**config.mk**
```make
export PLATFORM = sky130hd
export DESIGN_NAME = delta_list_timer_queue_unit
export DESIGN_NICKNAME = d
export VERILOG_FILES = /design/src/sv/dltq_pkg.sv /design/src/sv/dltq_ram.sv /design/src/sv/delta_list_timer_queue_unit.sv
export SDC_FILE = /design/constraint.sdc
export NUM_CORES = 2
export LEC_CHECK = 0
export ABC_AREA = 0
export BUFFER_PORTS_ARGS = -buffer_cell sky130_fd_sc_hd__buf_4
export CORE_MARGIN = 4
export CORE_UTILIZATION = 55
export DETAILED_ROUTE_END_ITERATION = 8
export GPL_ROUTABILITY_DRIVEN = 0
export PLACE_DENSITY = 0.75
export SLEW_MARGIN = 5
export SYNTH_ARGS = -nofsm -noshare
export SYNTH_HDL_FRONTEND = slang
export SYNTH_SLANG_ARGS = --single-unit
export TNS_END_PERCENT = 30
```
**constraint.sdc**
```tcl
create_clock -name clock -period 9.39 [get_ports clock]
set_input_delay 1.4085 -clock clock [delete_from_list [all_inputs] [get_ports clock]]
set_output_delay 1.4085 -clock clock [all_outputs]
set_load 0.01 [all_outputs]
```
**src/sv/dltq_pkg.sv**
```systemverilog
// Shared types and codes for the delta-list timer queue.
`default_nettype none
package dltq_pkg;
   typedef enum logic [1:0] {
      OP_TICK       = 2'd0,
      OP_INSERT     = 2'd1,
      OP_CANCEL_ID  = 2'd2,
      OP_CANCEL_KEY = 2'd3
   } op_type;

   typedef enum logic [2:0] {
      KIND_INSERTED  = 3'd0,
      KIND_EXPIRED   = 3'd1,
      KIND_CANCELLED = 3'd2,
      KIND_NOT_FOUND = 3'd3,
      KIND_FULL      = 3'd4,
      KIND_QUIET     = 3'd5
   } kind_type;

   localparam int unsigned MAX_RESULTS = 32;
endpackage
`default_nettype wire

```
**src/sv/dltq_ram.sv**
```systemverilog
// Single-port entry storage with registered read data.
`default_nettype none
module dltq_ram #(
   parameter int unsigned DEPTH = 32,
   parameter int unsigned WIDTH = 16
) (
   input  wire logic                     clock,
   input  wire logic                     wr_en,
   input  wire logic [$clog2(DEPTH)-1:0] addr,
   input  wire logic [WIDTH-1:0]         wr_data,
   output logic      [WIDTH-1:0]         rd_data
);
   logic [WIDTH-1:0] mem [DEPTH];

   always_ff @(posedge clock) begin
      if (wr_en) begin
         mem[addr] <= wr_data;
      end
      rd_data <= mem[addr];
   end
endmodule
`default_nettype wire

```
**src/sv/delta_list_timer_queue_unit.sv**
```systemverilog
// Delta-list timer queue: sequencer walking a linked list kept in entry RAMs.
//
// Channels: req_* carries one command (tick, insert, cancel by id or key);
// rsp_* returns result transfers, the final one of a command marked by
// rsp_last. An item transfers when valid is high and stall is low.
// One command is worked at a time; req_stall stays high until its last
// result transfers. Each list node is visited through address, read and
// compare states (S_RD, S_WAIT, S_EVAL), as the RAMs share one address port.
// Each result waits in the output register while rsp_stall is high; the
// sequencer goes on meanwhile and holds only when it has the next result.
// Reset is synchronous: a link-building pass then writes the free list,
// one entry per cycle over all ENTRIES entries, during which req_stall is high.
`default_nettype none
module delta_list_timer_queue_unit #(
   parameter int unsigned ENTRIES    = 32,
   parameter int unsigned DELAY_BITS = 16
) (
   input  wire logic         clock,
   input  wire logic         reset,
   input  wire logic         req_valid,
   output logic              req_stall,
   input  wire logic [1:0]   req_op,
   input  wire logic [31:0]  req_key,
   input  wire logic [15:0]  req_delay_ticks,
   input  wire logic [31:0]  req_cancel_id,
   output logic              rsp_valid,
   input  wire logic         rsp_stall,
   output logic [2:0]        rsp_kind,
   output logic [31:0]       rsp_out_key,
   output logic [31:0]       rsp_out_id,
   output logic              rsp_last
);
   import dltq_pkg::*;

   localparam int unsigned AW = $clog2(ENTRIES);
   localparam int unsigned LW = AW + 1;               // link with null flag
   localparam logic [LW-1:0] NIL = {1'b1, {AW{1'b0}}};
   localparam logic [DELAY_BITS-1:0] DMAX = '1;
   localparam int unsigned CW = $clog2(ENTRIES + 1);
   localparam int unsigned RW = $clog2(MAX_RESULTS + 1);

   typedef enum logic [13:0] {
      S_INIT   = 14'b00000000000001,
      S_IDLE   = 14'b00000000000010,
      S_RD     = 14'b00000000000100,  // issue read of cur
      S_WAIT   = 14'b00000000001000,  // data arriving
      S_EVAL   = 14'b00000000010000,
      S_WR     = 14'b00000000100000,  // not entered by any transition
      S_FRESH  = 14'b00000001000000,
      S_PREV   = 14'b00000010000000,
      S_NXRD   = 14'b00000100000000,
      S_NXWAIT = 14'b00001000000000,
      S_NXWR   = 14'b00010000000000,
      S_OUT    = 14'b00100000000000,
      S_FREE   = 14'b01000000000000,
      S_FRRD   = 14'b10000000000000
   } state_type;

   state_type state_ff, state_in;

   logic [1:0]             op_ff, op_in;
   logic [31:0]            key_ff, key_in, cid_ff, cid_in;
   logic [DELAY_BITS-1:0]  t_ff, t_in;
   logic [LW-1:0]          active_ff, active_in, free_ff, free_in;
   logic [LW-1:0]          cur_ff, cur_in, prev_ff, prev_in, fresh_ff, fresh_in;
   logic [LW-1:0]          nx_ff, nx_in;
   logic [DELAY_BITS-1:0]  cdelta_ff, cdelta_in;
   logic [31:0]            ckey_ff, ckey_in, cidv_ff, cidv_in;
   logic [31:0]            idc_ff, idc_in;
   logic [CW-1:0]          guard_ff, guard_in;
   logic [RW-1:0]          nres_ff, nres_in;
   logic                   dec_ff, dec_in;     // tick decrement done
   logic [3:0]             step_ff, step_in;   // sub-step within the S_FRRD and S_FREE sequences
   logic                   rv_ff, rv_in, rl_ff, rl_in;
   logic [2:0]             rk_ff, rk_in;
   logic [31:0]            rkey_ff, rkey_in, rid_ff, rid_in;

   // RAM port
   logic [AW-1:0]          addr;
   logic                   we_d, we_k, we_i, we_n;
   logic [DELAY_BITS-1:0]  wd_d, rd_d;
   logic [31:0]            wd_k, rd_k, wd_i, rd_i;
   logic [LW-1:0]          wd_n, rd_n;

   dltq_ram #(.DEPTH(ENTRIES), .WIDTH(DELAY_BITS)) u_delta (
      .clock(clock), .wr_en(we_d), .addr(addr), .wr_data(wd_d), .rd_data(rd_d));
   dltq_ram #(.DEPTH(ENTRIES), .WIDTH(32)) u_key (
      .clock(clock), .wr_en(we_k), .addr(addr), .wr_data(wd_k), .rd_data(rd_k));
   dltq_ram #(.DEPTH(ENTRIES), .WIDTH(32)) u_id (
      .clock(clock), .wr_en(we_i), .addr(addr), .wr_data(wd_i), .rd_data(rd_i));
   dltq_ram #(.DEPTH(ENTRIES), .WIDTH(LW)) u_next (
      .clock(clock), .wr_en(we_n), .addr(addr), .wr_data(wd_n), .rd_data(rd_n));

   assign req_stall   = (state_ff != S_IDLE) || rv_ff;
   assign rsp_valid   = rv_ff;
   assign rsp_kind    = rk_ff;
   assign rsp_out_key = rkey_ff;
   assign rsp_out_id  = rid_ff;
   assign rsp_last    = rl_ff;

   always_comb begin
      state_in = state_ff; op_in = op_ff; key_in = key_ff; cid_in = cid_ff;
      t_in = t_ff; active_in = active_ff; free_in = free_ff; cur_in = cur_ff;
      prev_in = prev_ff; fresh_in = fresh_ff; nx_in = nx_ff;
      cdelta_in = cdelta_ff; ckey_in = ckey_ff; cidv_in = cidv_ff;
      idc_in = idc_ff; guard_in = guard_ff; nres_in = nres_ff; dec_in = dec_ff;
      step_in = step_ff; rv_in = rv_ff; rl_in = rl_ff; rk_in = rk_ff;
      rkey_in = rkey_ff; rid_in = rid_ff;
      addr = cur_ff[AW-1:0];
      we_d = 1'b0; we_k = 1'b0; we_i = 1'b0; we_n = 1'b0;
      wd_d = '0; wd_k = key_ff; wd_i = idc_ff; wd_n = NIL;

      if (rv_ff && !rsp_stall) begin
         rv_in = 1'b0;
      end

      case (state_ff)
         S_INIT: begin
            addr = guard_ff[AW-1:0];
            we_n = 1'b1;
            wd_n = (guard_ff == CW'(ENTRIES - 1)) ? NIL : LW'(guard_ff + 1'b1);
            guard_in = guard_ff + 1'b1;
            if (guard_ff == CW'(ENTRIES - 1)) begin
               state_in = S_IDLE;
            end
         end
         S_IDLE: begin
            if (req_valid && !rv_ff) begin
               op_in = req_op; key_in = req_key; cid_in = req_cancel_id;
               t_in = (req_delay_ticks == 16'd0) ? DELAY_BITS'(1) :
                      ((32'(req_delay_ticks) > 32'(DMAX)) ? DMAX :
                       DELAY_BITS'(req_delay_ticks));
               cur_in = active_ff; prev_in = NIL; guard_in = '0;
               nres_in = '0; dec_in = 1'b0;
               if (req_op == OP_INSERT) begin
                  if (free_ff[AW]) begin
                     rv_in = 1'b1; rl_in = 1'b1; rk_in = KIND_FULL;
                     rkey_in = req_key; rid_in = '0;
                  end else begin
                     fresh_in = free_ff;
                     cur_in = free_ff; state_in = S_FRRD;
                     step_in = '0;
                  end
               end else begin
                  state_in = S_RD;
               end
            end
         end
         S_FRRD: begin
            // read next of fresh to pop the free list
            addr = fresh_ff[AW-1:0];
            if (step_ff == 4'd0) begin
               step_in = 4'd1;
            end else begin
               free_in = rd_n; cur_in = active_ff; state_in = S_RD;
            end
         end
         S_RD: begin
            if (cur_ff[AW] || (guard_ff == CW'(ENTRIES) && op_ff != OP_TICK)) begin
               state_in = S_EVAL;
            end else begin
               state_in = S_WAIT;
            end
         end
         S_WAIT: begin
            cdelta_in = rd_d; ckey_in = rd_k; cidv_in = rd_i; nx_in = rd_n;
            state_in = S_EVAL;
         end
         S_EVAL: begin
            step_in = '0;
            case (op_ff)
               OP_TICK: begin
                  if (!cur_ff[AW] && cdelta_ff == '0 && nres_ff != RW'(MAX_RESULTS)) begin
                     state_in = S_FREE;
                  end else if (!dec_ff && !cur_ff[AW] && cdelta_ff != '0) begin
                     addr = cur_ff[AW-1:0]; we_d = 1'b1;
                     wd_d = cdelta_ff - 1'b1; cdelta_in = cdelta_ff - 1'b1;
                     dec_in = 1'b1;
                  end else if (!dec_ff) begin
                     dec_in = 1'b1;
                  end else if (!rv_ff) begin
                     rv_in = 1'b1; rl_in = 1'b1;
                     if (nres_ff == '0) begin
                        rk_in = KIND_QUIET; rkey_in = '0; rid_in = '0;
                     end else begin
                        // last expiry result held back to carry the last flag
                        rk_in = KIND_EXPIRED; rkey_in = key_ff; rid_in = cid_ff;
                     end
                     state_in = S_IDLE;
                  end
               end
               OP_INSERT: begin
                  if (!cur_ff[AW] && guard_ff != CW'(ENTRIES) && cdelta_ff < t_ff) begin
                     t_in = t_ff - cdelta_ff;
                     prev_in = cur_ff; cur_in = nx_ff; guard_in = guard_ff + 1'b1;
                     state_in = S_RD;
                  end else begin
                     state_in = S_FRESH;
                  end
               end
               default: begin
                  if (cur_ff[AW] || guard_ff == CW'(ENTRIES)) begin
                     if (!rv_ff) begin
                        rv_in = 1'b1; rl_in = 1'b1; rk_in = KIND_NOT_FOUND;
                        rkey_in = (op_ff == OP_CANCEL_KEY) ? key_ff : '0;
                        rid_in  = (op_ff == OP_CANCEL_KEY) ? '0 : cid_ff;
                        state_in = S_IDLE;
                     end
                  end else if ((op_ff == OP_CANCEL_KEY) ? (ckey_ff == key_ff)
                                                        : (cidv_ff == cid_ff)) begin
                     state_in = S_FREE;
                  end else begin
                     prev_in = cur_ff; cur_in = nx_ff; guard_in = guard_ff + 1'b1;
                     state_in = S_RD;
                  end
               end
            endcase
         end
         S_FREE: begin
            // unlink cur: next gets delta added, prev/head relinked, cur freed
            case (step_ff)
               4'd0: begin
                  if (op_ff == OP_TICK && !rv_ff && nres_ff != '0) begin
                     // flush the held expiry result
                     rv_in = 1'b1; rl_in = 1'b0; rk_in = KIND_EXPIRED;
                     rkey_in = key_ff; rid_in = cid_ff;
                     step_in = 4'd1;
                  end else if (op_ff != OP_TICK || nres_ff == '0) begin
                     step_in = 4'd1;
                  end
               end
               4'd1: begin
                  if (nx_ff[AW]) begin
                     step_in = 4'd4;
                  end else begin
                     addr = nx_ff[AW-1:0]; step_in = 4'd2;
                  end
               end
               4'd2: begin
                  addr = nx_ff[AW-1:0]; step_in = 4'd3;
               end
               4'd3: begin
                  addr = nx_ff[AW-1:0]; we_d = 1'b1; wd_d = rd_d + cdelta_ff;
                  step_in = 4'd4;
               end
               4'd4: begin
                  if (prev_ff[AW]) begin
                     active_in = nx_ff;
                  end else begin
                     addr = prev_ff[AW-1:0]; we_n = 1'b1; wd_n = nx_ff;
                  end
                  step_in = 4'd5;
               end
               default: begin
                  addr = cur_ff[AW-1:0]; we_n = 1'b1; wd_n = free_ff;
                  free_in = cur_ff;
                  if (op_ff == OP_TICK) begin
                     key_in = ckey_ff; cid_in = cidv_ff;
                     nres_in = nres_ff + 1'b1;
                     cur_in = nx_ff;
                     state_in = S_RD;
                  end else if (!rv_ff || !rsp_stall) begin
                     rv_in = 1'b1; rl_in = 1'b1; rk_in = KIND_CANCELLED;
                     rkey_in = ckey_ff; rid_in = cidv_ff;
                     state_in = S_IDLE;
                  end else begin
                     free_in = free_ff;
                     we_n = 1'b0;
                  end
               end
            endcase
         end
         S_FRESH: begin
            addr = fresh_ff[AW-1:0];
            we_d = 1'b1; we_k = 1'b1; we_i = 1'b1; we_n = 1'b1;
            wd_d = t_ff; wd_k = key_ff; wd_i = idc_ff + 1'b1;
            wd_n = (cur_ff[AW] || guard_ff == CW'(ENTRIES)) ? NIL : cur_ff;
            if (guard_ff == CW'(ENTRIES)) begin
               cur_in = NIL;
            end
            idc_in = idc_ff + 1'b1;
            state_in = S_PREV;
         end
         S_PREV: begin
            if (prev_ff[AW]) begin
               active_in = fresh_ff;
            end else begin
               addr = prev_ff[AW-1:0]; we_n = 1'b1; wd_n = fresh_ff;
            end
            state_in = cur_ff[AW] ? S_OUT : S_NXWR;
         end
         S_NXWR: begin
            addr = cur_ff[AW-1:0]; we_d = 1'b1; wd_d = cdelta_ff - t_ff;
            state_in = S_OUT;
         end
         S_OUT: begin
            if (!rv_ff) begin
               rv_in = 1'b1; rl_in = 1'b1; rk_in = KIND_INSERTED;
               rkey_in = key_ff; rid_in = idc_ff;
               state_in = S_IDLE;
            end
         end
         default: begin
            state_in = S_IDLE;
         end
      endcase
   end

   always_ff @(posedge clock) begin
      if (reset) begin
         state_ff <= S_INIT; active_ff <= NIL; free_ff <= '0; idc_ff <= '0;
         guard_ff <= '0; rv_ff <= 1'b0; step_ff <= '0; nres_ff <= '0;
         dec_ff <= 1'b0;
      end else begin
         state_ff <= state_in; active_ff <= active_in; free_ff <= free_in;
         idc_ff <= idc_in; guard_ff <= guard_in; rv_ff <= rv_in;
         step_ff <= step_in; nres_ff <= nres_in; dec_ff <= dec_in;
      end
      op_ff <= op_in; key_ff <= key_in; cid_ff <= cid_in; t_ff <= t_in;
      cur_ff <= cur_in; prev_ff <= prev_in; fresh_ff <= fresh_in; nx_ff <= nx_in;
      cdelta_ff <= cdelta_in; ckey_ff <= ckey_in; cidv_ff <= cidv_in;
      rl_ff <= rl_in; rk_ff <= rk_in; rkey_ff <= rkey_in; rid_ff <= rid_in;
   end

`ifndef SYNTHESIS
   a_no_accept_busy: assert property (@(posedge clock) disable iff (reset)
      (state_ff != S_IDLE) |-> req_stall)
      else $error("request taken while busy");
   a_rsp_hold: assert property (@(posedge clock) disable iff (reset)
      (rv_ff && rsp_stall) |=> (rv_ff && $stable(rk_ff) && $stable(rid_ff)))
      else $error("stalled result changed");
   a_ids_grow: assert property (@(posedge clock) disable iff (reset)
      (state_ff == S_FRESH) |=> (idc_ff == $past(idc_ff) + 32'd1))
      else $error("id counter slip");
`endif
endmodule
`default_nettype wire
```
# After elaboration in Yosys (flattened, before gate mapping)
# Memory sizes are Yosys's and may differ from the RTL's. A register that Yosys moved wholly into a read port is not among the register bits.
# Cells that the tools add are included.
[op_classes]
n_addsub = 7
order_cmp = 1
eq_ne = 65
n_mux = 201
bitwise_logic = 1
n_reduce_logical = 59
[op_table]
columns = ["cell", "count"]
rows = [
  ["$mux 32", 37],
  ["$pmux 32 s2", 6],
  ["$pmux 32 s4", 2],
  ["$mux 6", 31],
  ["$mux 14", 13],
  ["$mux 16", 11],
  ["$pmux 14 s11", 1],
  ["$pmux 6 s2", 8],
  ["$eq 32x32->1", 2],
  ["$pmux 16 s2", 2],
  ["$pmux 16 s4", 1],
  ["$mux 3", 15],
  ["$ne 2x2->1 const B", 22],
  ["$ne 3x3->1 const B", 14],
  ["$mux 1", 41],
  ["$add 32x1->32 const B", 1],
  ["$logic_not 16->1", 2],
  ["$sub 16x16->16", 2],
  ["$pmux 6 s5", 1],
  ["$pmux 14 s2", 1],
  ["$reduce_and 4->1", 7],
  ["$mux 4", 6],
  ["$pmux 6 s4", 1],
  ["$pmux 4 s5", 1],
  ["61 further kinds", 106],
]
[word_totals]
reg_bits = 329
ram_bits = 2752
in_bits = 86
out_inout_bits = 70
elab_cells = 362
n_memories = 4
[mem_list]
columns = ["memory", "depth", "word_bits", "rd", "rd_clocked_by_memory_dff", "wr", "line_no", "source"]
rows = [
  ["u_id.mem", 32, 32, 1, 1, 1, "dltq_ram.sv:13", "logic [WIDTH-1:0] mem [DEPTH];"],
  ["u_key.mem", 32, 32, 1, 1, 1, "dltq_ram.sv:13", ""],
  ["u_delta.mem", 32, 16, 1, 1, 1, "dltq_ram.sv:13", ""],
  ["u_next.mem", 32, 6, 1, 1, 1, "dltq_ram.sv:13", ""],
]

# Depth between registers and ports, before layout
[logic_depth]
depth_word = 9
ltp_mapped = 16
mapped_depth_nobuf = 13

# Hierarchy
# A second synthesis with hierarchy kept.
[unflattened]
hier_cells = 7655
area_unflattened_um2 = 125619.2
[by_module_without_submodules]
columns = ["module", "n_inst", "cells_each", "area_per_inst_um2", "seq_area_each_um2"]
rows = [
  ["dltq_ram (u_id ...)", 2, 2107, 39743.1, 31390.1],
  ["dltq_ram (u_delta)", 1, 1086, 20063.0, 15695.1],
  ["delta_list_timer_queue_unit", 1, 1908, 18322.6, 9098.7],
  ["dltq_ram (u_next)", 1, 447, 7747.4, 5885.6],
]

# Least setup slack after synthesis
# OpenSTA, ideal clock, no wires.
[synth_timing]
path_kind = "in2reg"
startpoint = "input port req_valid"
endpoint = "register rk_ff[0] (netlist: rsp_kind[0]), enable pin"
setup_time_ps = 657
arrival_time_ps = 8572
t_required_ps = 8733
path_slack_ps = 161
cell_stages = 5
path_cell_list = "nor2b_1 > nand2_1 > clkinv_1 > a31oi_1 > nor4_1"
[synth_via]
elab_chain_cells = 3
[synth_lines]
columns = ["element", "line_no", "source"]
rows = [
  ["start: declaration", "delta_list_timer_queue_unit.sv:20", "input wire logic req_valid,"],
  ["$logic_and 1x1->1", "delta_list_timer_queue_unit.sv:128", "if (req_valid && !rv_ff) begin"],
  ["$ne 2x2->1 (no source line)", "--", ""],
  ["$reduce_and 16->1 (no source line)", "--", ""],
  ["end signal: assignment", "delta_list_timer_queue_unit.sv:322", "rl_ff <= rl_in; rk_ff <= rk_in; rkey_ff <= rkey_in; rid_ff <= rid_in;"],
  ["end: declaration", "delta_list_timer_queue_unit.sv:75", "logic [2:0] rk_ff, rk_in;"],
]
# No other way between the ends.
# A chain may end at the register's enable or synchronous reset.

# Worst setup path in the final report
[layout_timing]
startpoint = "register state_ff[8]"
endpoint = "memory u_key.mem[7][14], enable pin"
[layout_via]
elab_chain_cells = 4
elab_cells_between_ends = 10
cone_classes = "eq/ne: 5; mux: 4; reduce/logical: 1"
[layout_lines]
columns = ["element", "line_no", "source"]
rows = [
  ["start: declaration", "delta_list_timer_queue_unit.sv:59", "state_type state_ff, state_in;"],
  ["start signal: assignment", "delta_list_timer_queue_unit.sv:315", "state_ff <= state_in; active_ff <= active_in; free_ff <= free_in;"],
  ["$eq 14x7->1", "delta_list_timer_queue_unit.sv:117", "case (state_ff)"],
  ["$mux 1", "delta_list_timer_queue_unit.sv:117", ""],
  ["$mux 1", "dltq_ram.sv:16", "if (wr_en) begin"],
  ["$mux 1 (implied by the code)", "dltq_ram.sv:17", "mem[addr] <= wr_data;"],
  ["end: declaration", "dltq_ram.sv:13", ""],
]
# Parallel ways exist; a longest one is shown, timed or not.

==> flow_summary.ini <==
[outcome]
status = complete, no violations

[cells_and_area]
design_area_um2 = 139500
nFillCells = 14682
syn2layout_area_growth_pct = 12.65
drive_gt1_share_pct = 19.79
final_nets = 7245

[setup_path]
cp_max_fo = 52
start_kind = register
required_ps = 9910
crit_type = register to register
reg2reg_from = state_ff[8]$_SDFFE_PP0P_
cp-end-kind = register
startpoint = state_ff[8]$_SDFFE_PP0P_
cp.arrival_ps = 7020

[sta]
fmax_mhz = 153.9
min_period_over_period_pct = 69.19
finalMaxSlewViolations = 0
period_needed_ps = 6497
worst_slew_pin_slew_ps = 1376
setup_viol = 0
maxSlewHeadroom_pct = 8.273
grt_setup_unrepaired = false
finalHoldViolCount = 0
setup_ws_ps = 2893
finalSetupTns_ps = 0
clock_skew_ps = 73.46

[die]
die_x_um = 482.5
start_util_pct = 55.50
io_pins = 156
die_area_um2 = 232800
rows = 173
die_h_um = 482.5
coreArea_um2 = 223200

[synthesis]
ys_seq_elements = 3166
syn_area_per_cell_um2 = 18.20
synthTopCellsByArea = edfxtp_1 (73%), mux4_2 (9.1%), dfxtp_1 (2.6%)
synthesis.area_um2 = 123800
syn_inst = 6805
ys_types = 88
synthArstFlopShare_pct = 0
synth_top_flop_cell = edfxtp_1
synthTopCellsByCount = edfxtp_1 (3005), nand2_1 (538), mux4_2 (501), a21oi_1 (354), nor2_1 (224)
synth_most_common_cell = edfxtp_1
synth_edf_count = 3005
ys_seq_area_share_pct = 75.46
yosysWarnings = 0
synth_top_cell_by_area = edfxtp_1
synth_top_area_share_pct = 72.86

[global_routing]
antenna_found_initial = 9
overflow = 0
grtUsageTotal_pct = 28.41
grt_start_max_net_pins = 135
grt_pass1_vias = 68276
grt_first_pass_wirelength_um = 479200

[routing]
num_vias = 70199
wl_um = 334500
wl_met3_um = 43300
ant_nets = 0
drt-met1-wl_um = 121800
dr.pass1.iters = 9
dr_wl_met2_um = 153400
drtIter0Drc = 11041
top_layer = met5
route.detailed.drc = 0
via_per_inst = 6.796
wl_per_cell_um = 32.38

[cts]
cts_setup_buffers = 0
postCtsResizedCells = 0
ctsHtreeMaxLevel = 5
clk_path_buf_depth = 4
cts_tree = done
worstSkewPairLatency_ps = 950
numCtsBuffers = 322
clock_sinks = 3166
postCtsHoldBufs = 0
clkTransAtPathRegs_ps = 60
cts-root-buf = clkbuf_16

[run]
maxCapViolations = 0

[min_path]
holdCritStartpoint = u_key.rd_data[30]$_DFF_P_
min_path_type = register to register

[power]
ir_worst_vdd_mv = 0.2238
clockPowerShare_pct = 44.3
power_density_nw_per_um2 = 200.8
p_int_uw = 22580
p_leak_uw = 0.04730
switchingPower_uw = 5431
report.power.total_uw = 28020
pwr-share-seq_pct = 54.5
p_comb_share_pct = 1.2
swShare_pct = 19.38

[place]
dpl_worst_slack_ps = 3066
dp_hpwl_um = 189700
portBuffers = 155
placed_area_um2 = 129400
worst max-delay path: stages (launching register included):
cell,delay (ps)
dfxtp_1,330
or4_1,720
nor2_2,280
and3_4,580
buf_4,800
a221o_1,400
a21oi_1,160
o21ai_1,350
nand3_1,800
nor2_4,310
buf_4,530
buf_4,720
worst paths after layout:
path                                end  slack, ps  depth (start not counted)
max          u_key.mem[7][14]$_DFFE_PP_       2890                         11
min               ckey_ff[30]$_DFFE_PP_        400                          0
max reg2reg  u_key.mem[7][14]$_DFFE_PP_       2890                         11
min reg2reg       ckey_ff[30]$_DFFE_PP_        400                          0
power by group through the flow:
stage	registers, µW	clock network [µW]	logic [µW]
detailed placement	15600	0	334
global route	15300	13100	362
finish	15300	12400	340
floorplan	15600	0	218
global placement	15600	0	328
CTS	15300	12500	337
metal layers:
| metal | up-vias | global-route usage, % |
|---|---|---|
| met5 | - | 0 |
| met4 | 8 | 11.65 |
| met1 | 35795 | 40.32 |
| met2 | 5332 | 42.80 |
| met3 | 873 | 7.015 |
| li1 | 28191 | - |
area by class of cell:
type | count | area [µm²] | area share (%)
Clock buffer | 431 | 8846 | 6.341
Tap cell | 2975 | 3722 | 2.668
Multi-Input combinational cell | 3150 | 28960 | 20.76
Clock inverter | 140 | 1267 | 0.9085
Inverter | 87 | 326.6 | 0.2341
Antenna cell | 3 | 7.507 | 0.005381
Timing Repair Buffer | 377 | 2918 | 2.091
Sequential cell | 3166 | 93460 | 66.99
metrics by stage:
step,util (%),cells,hold WS [ps]
after floorplan,-,6807,385.5
after global placement,57.96,9755,387.8
after detailed placement,57.96,9755,388.7
after global routing,62.51,10327,408.5
after CTS,62.50,10326,399.4
final,62.51,10329,400.3
placed cells by master, fill, tap and decap left out, types with 49 or more instances in the layout:
cell / count
mux2i_1: 192
inv_1: 86
buf_4: 370
clkinv_2: 49
nor2b_1: 53
nor3_1: 51
nand2_1: 536
a221oi_1: 199
edfxtp_1: 3005
a22oi_1: 191
nand4_1: 64
clkbuf_1: 79
ha_1: 52
xor2_1: 84
dfxtp_1: 161
nand3_1: 97
o21ai_0: 67
clkbuf_16: 329
nor2_1: 188
mux4_2: 501
clkinv_1: 49
a21oi_1: 353
kinds of logic after synthesis:
group	after synthesis	share of synthesized area, %
xor+xnor	156	1.103
mux	697	10.70
simple gates	1176	4.350
fa+ha+maj	55	0.5738
other cells	1	0.003028
buf+inv	491	1.770
compound gates	1063	6.037
flops	3166	75.46
registers in the layout (all words and copies together) (netlist names), 14 cells and up:
register         count
cdelta_ff           16
cid_ff              32
cidv_ff             32
ckey_ff             32
idc_ff              32
key_ff              32
rsp_out_id          32
rsp_out_key         32
state_ff            14
t_ff                16
u_delta.mem        512
u_delta.rd_data     16
u_id.mem          1024
u_id.rd_data        32
u_key.mem         1024
u_key.rd_data       32
u_next.mem         192
Note: power is estimated with default switching activity, not from simulation.
